## config.mk

```make
export PLATFORM = sky130hd
export DESIGN_NAME = greedy_weight_partitioner
export DESIGN_NICKNAME = d
export VERILOG_FILES = /design/src/gwp_pkg.sv /design/src/greedy_weight_partitioner.sv
export VERILOG_INCLUDE_DIRS = /design/src /design/src/src
export SDC_FILE = /design/constraint.sdc
export NUM_CORES = 2
export LEC_CHECK = 0
export BUFFER_PORTS_ARGS = -buffer_cell sky130_fd_sc_hd__buf_2
export CORE_ASPECT_RATIO = 0.75
export CORE_UTILIZATION = 50
export CTS_BUF_LIST = sky130_fd_sc_hd__clkbuf_8
export DETAILED_ROUTE_END_ITERATION = 12
export PLACE_DENSITY = 0.66
export SLEW_MARGIN = 10
export SYNTH_ARGS = -nofsm -noshare
export SYNTH_HDL_FRONTEND = slang
export SYNTH_SLANG_ARGS = --single-unit
```

## constraint.sdc

```tcl
create_clock -name clock -period 34 [get_ports clock]
set_input_delay 3.4 -clock clock [delete_from_list [all_inputs] [get_ports clock]]
set_output_delay 3.4 -clock clock [all_outputs]
set_load 0.005 [all_outputs]
```

## src/greedy_weight_partitioner_assert.svh

```systemverilog
// ----------------------------------------------------------------------------
// Greedy weight partitioner assertion macros
// Concurrent check wrappers; define NO_ASSERTIONS to compile them out.
// ----------------------------------------------------------------------------
`ifndef GREEDY_WEIGHT_PARTITIONER_ASSERT_SVH
`define GREEDY_WEIGHT_PARTITIONER_ASSERT_SVH

`ifndef NO_ASSERTIONS

// same-cycle implication
`define GWP_ASSERT_SAME(label, clk, rst, ante, cons) \
   label: assert property (@(posedge clk) disable iff (rst) (ante) |-> (cons)) \
      else $error("gwp check failed");

// next-cycle implication
`define GWP_ASSERT_NEXT(label, clk, rst, ante, cons) \
   label: assert property (@(posedge clk) disable iff (rst) (ante) |=> (cons)) \
      else $error("gwp check failed");

`else

`define GWP_ASSERT_SAME(label, clk, rst, ante, cons)
`define GWP_ASSERT_NEXT(label, clk, rst, ante, cons)

`endif

`endif

```

## src/gwp_pkg.sv

```systemverilog
// ----------------------------------------------------------------------------
// Greedy weight partitioner package
// Field widths, register indexes and the saturating adder.
// ----------------------------------------------------------------------------
`timescale 1ns / 1ps

package gwp_pkg;

   localparam int ID_W      = 16;
   localparam int WGT_W     = 32;
   localparam int SUM_W     = 48;
   localparam int CNT_W     = 11;
   localparam int BIN_OUT_W = 10;
   localparam int CSR_IDX_W = 1;

   localparam logic [CSR_IDX_W-1:0] CSR_BIN_COUNT  = 1'b0;
   localparam logic [CSR_IDX_W-1:0] CSR_BIN_TARGET = 1'b1;

   typedef logic [SUM_W-1:0] sum_type;

   // add, clamp at all ones
   function automatic sum_type sat_add(input sum_type a, input sum_type b);
      logic [SUM_W:0] s;
      s = {1'b0, a} + {1'b0, b};
      return s[SUM_W] ? {SUM_W{1'b1}} : s[SUM_W-1:0];
   endfunction

endpackage

```

## src/greedy_weight_partitioner.sv

```systemverilog
// ----------------------------------------------------------------------------
// Greedy weight partitioner
// Assigns a stream of weighted items, in order, to bins of a target weight,
// with back-off of the closing item when the running total overshoots.
// ----------------------------------------------------------------------------
//   channel | ports                      | dir | transfer
//   --------+----------------------------+-----+---------------------------
//   req     | start_req, item_id, weight | in  | valid/ready word
//   rsp     | item_id_out, bin, closed   | out | valid/ready word
//   csr     | we, index, wdata           | in  | write on we, no stall
//
// One word per cycle sustained while rsp is ready; a word passes the input
// register, then the result register. The bin state loop (bin, sum, total)
// closes through one 48 x 11 multiply for the bin threshold and one compare.
// Synchronous active-high reset clears state to bin 0 and the registers to
// count 1, target 1. A stalled rsp side holds the result register; the input
// register still drains into it once it empties, so req stalls only when both
// stages are full.
// ----------------------------------------------------------------------------
`timescale 1ns / 1ps

`include "greedy_weight_partitioner_assert.svh"

module greedy_weight_partitioner #(
   parameter int MAX_BINS = 1024
) (
   input  logic                              clock,
   input  logic                              reset,
   // input channel
   input  logic                              req_valid,
   output logic                              req_ready,
   input  logic                              req_start_req,
   input  logic [gwp_pkg::ID_W-1:0]          req_item_id,
   input  logic [gwp_pkg::WGT_W-1:0]         req_weight,
   // result channel
   output logic                              rsp_valid,
   input  logic                              rsp_ready,
   output logic [gwp_pkg::ID_W-1:0]          rsp_item_id_out,
   output logic [gwp_pkg::BIN_OUT_W-1:0]     rsp_bin,
   output logic                              rsp_bin_closed,
   // register writes
   input  logic                              csr_we,
   input  logic [gwp_pkg::CSR_IDX_W-1:0]     csr_index,
   input  logic [gwp_pkg::SUM_W-1:0]         csr_wdata
);

   import gwp_pkg::*;

   // bin_count is 11 bits, so at most 2047 bins are reachable
   localparam int EffMax = (MAX_BINS > 2047) ? 2047 : MAX_BINS;
   localparam int BinW   = $clog2(EffMax);
   localparam logic [CNT_W-1:0] EffMaxC = CNT_W'(EffMax);

   // ---------------------------------------------------------------- csrs
   logic [CNT_W-1:0] bin_count_ff;
   sum_type          bin_target_ff;

   always_ff @(posedge clock) begin
      if (reset) begin
         bin_count_ff  <= CNT_W'(1);
         bin_target_ff <= SUM_W'(1);
      end else if (csr_we) begin
         case (csr_index)
            CSR_BIN_COUNT:  bin_count_ff  <= csr_wdata[CNT_W-1:0];
            CSR_BIN_TARGET: bin_target_ff <= csr_wdata;
            default: ;
         endcase
      end
   end

   // -------------------------------------------------------- input register
   logic              in_valid_ff;
   logic              in_start_ff;
   logic [ID_W-1:0]   in_id_ff;
   logic [WGT_W-1:0]  in_weight_ff;
   logic              out_valid_ff;
   logic              advance;

   // input word moves on when the result register is free or being taken
   assign advance   = in_valid_ff && (!out_valid_ff || rsp_ready);
   assign req_ready = !in_valid_ff || advance;

   always_ff @(posedge clock) begin
      if (reset) begin
         in_valid_ff <= 1'b0;
      end else if (req_ready) begin
         in_valid_ff <= req_valid;
      end
   end

   always_ff @(posedge clock) begin
      if (req_valid && req_ready) begin
         in_start_ff  <= req_start_req;
         in_id_ff     <= req_item_id;
         in_weight_ff <= req_weight;
      end
   end

   // ----------------------------------------------------------- bin state
   logic [BinW-1:0] cur_bin_ff, cur_bin_in;
   sum_type         bin_sum_ff, bin_sum_in;
   sum_type         tot_ff, tot_in;
   logic            has_item_ff, has_item_in;

   // ---------------------------------------------------------- next state
   logic [CNT_W-1:0]     cnt_eff;
   logic [CNT_W-1:0]     last_w;
   logic [BinW-1:0]      last;
   logic [BinW-1:0]      cur_s;
   sum_type              sum_s;
   sum_type              tot_s;
   logic                 has_s;
   logic [BinW-1:0]      b;
   logic [BinW-1:0]      b_next;
   logic [BinW:0]        b_plus;
   logic [SUM_W+BinW:0]  prod;
   sum_type              thr;
   sum_type              w48;
   sum_type              new_sum;
   sum_type              new_tot;
   logic [BinW-1:0]      bin_res;
   logic                 closed;
   logic [BinW+BIN_OUT_W-1:0] bin_wide;

   always_comb begin
      // clamp the count into 1..EffMax
      if (bin_count_ff == '0) begin
         cnt_eff = CNT_W'(1);
      end else if (bin_count_ff > EffMaxC) begin
         cnt_eff = EffMaxC;
      end else begin
         cnt_eff = bin_count_ff;
      end
      last_w = cnt_eff - CNT_W'(1);
      last   = last_w[BinW-1:0];

      // start request wipes the running state
      cur_s = in_start_ff ? '0 : cur_bin_ff;
      sum_s = in_start_ff ? '0 : bin_sum_ff;
      tot_s = in_start_ff ? '0 : tot_ff;
      has_s = in_start_ff ? 1'b0 : has_item_ff;

      // count lowered mid-partition: pull back to the last bin
      if (cur_s > last) begin
         cur_s = last;
      end
      // zero target: skip straight to the last bin
      if (cur_s < last && bin_target_ff == '0) begin
         tot_s = sat_add(tot_s, sum_s);
         sum_s = '0;
         has_s = 1'b0;
         cur_s = last;
      end

      b      = cur_s;
      b_next = b + BinW'(1);
      b_plus = {1'b0, b} + (BinW+1)'(1);
      prod   = {{(BinW+1){1'b0}}, bin_target_ff} * {{SUM_W{1'b0}}, b_plus};
      thr    = (|prod[SUM_W+BinW:SUM_W]) ? {SUM_W{1'b1}} : prod[SUM_W-1:0];

      w48     = {{(SUM_W-WGT_W){1'b0}}, in_weight_ff};
      new_sum = sat_add(sum_s, w48);
      new_tot = sat_add(tot_s, new_sum);

      cur_bin_in  = cur_s;
      bin_sum_in  = sum_s;
      tot_in      = tot_s;
      has_item_in = has_s;
      bin_res     = b;
      closed      = 1'b0;

      if (b == last) begin
         // last bin takes everything
         bin_sum_in  = new_sum;
         has_item_in = 1'b1;
      end else if (new_sum < bin_target_ff) begin
         bin_sum_in  = new_sum;
         has_item_in = 1'b1;
      end else if (new_tot > thr && has_s) begin
         // overshoot: closing item opens the next bin instead
         bin_res     = b_next;
         cur_bin_in  = b_next;
         tot_in      = sat_add(tot_s, sum_s);
         bin_sum_in  = w48;
         has_item_in = 1'b1;
         if (b_next < last && w48 >= bin_target_ff) begin
            // lone item fills that bin too; sum of saturating adds is new_tot
            tot_in      = new_tot;
            bin_sum_in  = '0;
            has_item_in = 1'b0;
            cur_bin_in  = b_next + BinW'(1);
            closed      = 1'b1;
         end
      end else begin
         tot_in      = new_tot;
         bin_sum_in  = '0;
         has_item_in = 1'b0;
         cur_bin_in  = b_next;
         closed      = 1'b1;
      end

      bin_wide = {{BIN_OUT_W{1'b0}}, bin_res};
   end

   always_ff @(posedge clock) begin
      if (reset) begin
         cur_bin_ff  <= '0;
         bin_sum_ff  <= '0;
         tot_ff      <= '0;
         has_item_ff <= 1'b0;
      end else if (advance) begin
         cur_bin_ff  <= cur_bin_in;
         bin_sum_ff  <= bin_sum_in;
         tot_ff      <= tot_in;
         has_item_ff <= has_item_in;
      end
   end

   // ------------------------------------------------------- result register
   logic [ID_W-1:0]      out_id_ff;
   logic [BIN_OUT_W-1:0] out_bin_ff;
   logic                 out_closed_ff;

   always_ff @(posedge clock) begin
      if (reset) begin
         out_valid_ff <= 1'b0;
      end else begin
         out_valid_ff <= advance || (out_valid_ff && !rsp_ready);
      end
   end

   always_ff @(posedge clock) begin
      if (advance) begin
         out_id_ff     <= in_id_ff;
         out_bin_ff    <= bin_wide[BIN_OUT_W-1:0];
         out_closed_ff <= closed;
      end
   end

   assign rsp_valid       = out_valid_ff;
   assign rsp_item_id_out = out_id_ff;
   assign rsp_bin         = out_bin_ff;
   assign rsp_bin_closed  = out_closed_ff;

   // ------------------------------------------------------------ checks
   `GWP_ASSERT_SAME(a_bin_in_range, clock, reset, 1'b1, cur_bin_ff <= BinW'(EffMax - 1))
   `GWP_ASSERT_SAME(a_empty_bin_zero, clock, reset, !has_item_ff, bin_sum_ff == '0)
   `GWP_ASSERT_NEXT(a_close_clears, clock, reset, advance && closed,
      !has_item_ff && bin_sum_ff == '0)
   `GWP_ASSERT_NEXT(a_in_hold, clock, reset, in_valid_ff && !advance,
      in_valid_ff && out_valid_ff)

endmodule

```

==> out/results.tsv <==
stage	metric	value	unit
worst_setup_path	Worst path max stage delay	790	ps
floorplanning	starting density of the core	0.508	
drt	Routed WL	143000	µm
clocking	CTS H-tree depth	2	
global_routing	grt total ovfl	0	
job	Max Cap Violations	0	
timing	# setup viols final	0	
synth	Area contributors post-synth	fa_1 20%, ha_1 13%, dfxtp_1 8.2%, nand2_1 6.0%, edfxtp_1 5.6%	
min_path	Hold Path Depth	0	
cells_and_area	number of fill cells	7712	
floorplanning	Rows	90	
power	Leak Pwr	19.8	nW
placed_design	Placer Congestion	0.987	
floorplanning	I/O pins	132	
synth	Synth Instances	5099	
worst_setup_path	Crit Path Max Fanout	86	
worst_setup_path	Worst Path Required	34630	ps
cells_and_area	ratio of cells with drive above 1 in the final layout	0.0677	
clocking	clock insertion delay at the later pin of the skew report	710	ps
synth	Syn Nets	6046	
clocking	clk buf depth	3	
worst_setup_path	CP Capture Type	register	
drt	DRC Markers	0	
timing	Worst Tran Pin Value	1160	ps
timing	final period utilization	0.593	
global_routing	global-route wire length before repair	220000	µm
synth	Top FF cell, synth	dfxtp_1	
power	Reg power frac	0.273	
cells_and_area	leading cell type in the layout, fill and taps excluded	nand2_1	
worst_setup_path	arrival time worst endpoint	20800	ps
floorplanning	Die ar.	83400	µm²
timing	final slew viol count	0	
drt	metal2 WL	58000	µm
global_routing	vias in the first global route	36382	
power	net load switching power	0.528	mW
cells_and_area	fin util	0.542	
worst_setup_path	RR Endpoint	bin_sum_ff[31]	
power	clock network fraction of design power	0.297	
clocking	Root Buffer	clkbuf_8	
global_routing	gr usage total	0.342	
floorplanning	die width	333	µm
drt	routed via count	38177	
worst_setup_path	Worst setup SP type	register	
timing	unrepaired setup endpoints after global routing	false	
power	Comb pwr share	0.430	
min_path	Worst Hold Endpoint	rsp_item_id_out[11]	
clocking	Clock Sinks	244	
synth	Yosys reg bits	244	
clocking	Num CTS Buffers	48	
min_path	Min-Delay Startpoint	in_id_ff[11]	
cells_and_area	most frequent cells in the layout	654 x nand2_1, 513 x inv_1, 427 x ha_1, 417 x fa_1, 398 x a21oi_1	
worst_setup_path	R2R cell count	67	
timing	max_slew headroom	0.228	
timing	final hold violations	0	
timing	skew final	37.0	ps
global_routing	largest net degree at the start of global routing	111	
min_path	Worst Hold Class	reg -> reg	
worst_setup_path	Reg2Reg Setup Slack	13830	ps
clocking	# Post-CTS Setup Buffers	0	
drt	wl on met1	64900	µm
drt	top layer in use	met5	
clocking	cts hold-fix bufs	0	
placed_design	input/output buffers	131	
synth	Post-Synthesis Cell Area	41100	µm²
worst_setup_path	critical path class	reg -> reg	
drt	post-DR wirelength/cell	23.2	µm
power	Power Density	28.3	nW/µm²
clocking	CTS tree	yes	
clocking	Clock transition at path regs	90	ps
synth	number of warnings issued by yosys	0	
synth	distinct cell type count after synthesis	104	
power	Net Sw Frac	0.426	
floorplanning	core area	80900	µm²
drt	1st-pass router iterations	7	
floorplanning	Die H	250	µm
drt	vias per inst	6.17	
timing	fin crit period	20170	ps
timing	Max Freq	49.6	MHz
power	Internal	0.712	mW
clocking	post-CTS sizing	0	
cells_and_area	area delta synth->final	6.59	%
drt	DRT iter0 DRCs	4188	
synth	Post-synth EDFFs	76	
timing	setup_tns	0	ps
global_routing	initial antenna violation count	3	
power	Worst VDD drop	0.0300	mV
drt	DRT antenna net count	0	
cells_and_area	nets	6034	
worst_setup_path	Reg-to-Reg Start	bin_count_ff[10]	
synth	Seq/Total Area, Yosys	0.137	
drt	Met3 Wirelength	16200	µm
synth	Yosys top cell by area	fa_1	
placed_design	HPWL after detailed placement	113000	µm
synth	Synth top area share	0.203	
outcome	status	complete, no violations	
worst_setup_path	slowest CP cell	and2_1	
synth	Async S/R FF share, synth	0	
synth	syn_area_per_cell	8.06	µm²
## cells by family (layout without fill, tap and decap cells)
family	Yosys count	after routing	synth area share
AND/OR/NAND/NOR	1758	1758	0.205
AO/OA/AOI/OAI	1242	1242	0.197
adder cells (fa/ha/maj)	844	844	0.333
buffers and inverters	757	785	0.0710
flip-flops	244	244	0.137
XOR/XNOR	219	219	0.0468
multiplexers	35	35	0.00907
other	0	3	0
## synthesized netlist by cell type, drive strengths merged (14+ instances only)
cell	instances
nand2	655
inv	508
ha	427
fa	417
a21oi	403
nor2	356
o21ai	226
clkbuf	190
dfxtp	168
and2	160
a21o	152
nor2b	141
xnor2	141
xor2	78
nor4	77
edfxtp	76
nand2b	68
nand3	68
nor3	60
o21a	59
buf	57
nand4	57
a211oi	43
o21bai	41
a31oi	40
and3	37
mux2i	30
a221o	28
a311oi	25
o211ai	23
or3	21
a22oi	20
o22ai	20
o31ai	18
a2bb2oi	16
or2	16
a211o	14
## power groups by stage
stage / logic (mW) / registers (mW) / clock network [mW]
after floorplan: 0.371 / 0.329 / 0
after global placement: 0.509 / 0.344 / 0
after detailed placement: 0.515 / 0.344 / 0
after CTS: 0.519 / 0.338 / 0.375
after global routing: 0.584 / 0.340 / 0.386
final: 0.533 / 0.338 / 0.368
## how the worst max path moves through the flow
stage / to / depth (start not counted) / start
after CTS: bin_sum_ff[31] / 67 / bin_count_ff[10]
after global placement: bin_sum_ff[12] / 66 / bin_count_ff[10]
after floorplan: tot_ff[14] / 74 / bin_count_ff[10]
after global routing: bin_sum_ff[12] / 67 / bin_count_ff[10]
final: bin_sum_ff[31] / 67 / bin_count_ff[10]
after detailed placement: bin_sum_ff[31] / 67 / bin_count_ff[10]
## registers in the layout (all words and copies together), names as in the netlist
name             count
bin_sum_ff          48
bin_target_ff       48
tot_ff              48
in_weight_ff        32
in_id_ff            16
rsp_item_id_out     16
bin_count_ff        11
cur_bin_ff          10
rsp_bin             10
has_item_ff          1
in_start_ff          1
in_valid_ff          1
rsp_bin_closed       1
rsp_valid            1
## cell type report
cell class	count	area, µm²	share of cell area
inverters	510	1920	0.0437
well taps	1058	1320	0.0302
diodes	3	7.51	0.000171
clock inverters	39	413	0.00942
repair buffers	185	1080	0.0246
clock buffers	51	702	0.0160
multi-input cells	4098	32700	0.747
flip-flops and latches	244	5650	0.129
## metrics by stage
stage                     setup WS (ps)  instances  hold slack (ps)  instance area (µm²)  power (mW)
after floorplan                   17560       5099              400                41100       0.700
after global placement            15180       6095              401                42700       0.853
after detailed placement          14600       6095              405                42700       0.859
after CTS                         14470       6185              419                43800        1.23
after global routing              12830       6187              432                43800        1.31
final                             13830       6188              418                43800        1.24
## metal layers
layer  up-vias  track usage
met5         -      0.00460
met4         6       0.0984
met3       222       0.0788
met2      1952        0.489
met1     18515        0.509
li1      17482            -
## worst max-delay path: cells and delay by family, from the launching register on
family,cells,cell delay (ps)
AOI/OAI and AO/OA,25,6820
xor gates and xnor gates,1,200
adders and majority gates,11,4560
buffers and inverters,6,1830
DFF,1,670
muxes,1,180
and+or+nand+nor,23,5680
No activity file was read; power rests on OpenSTA's default activity.
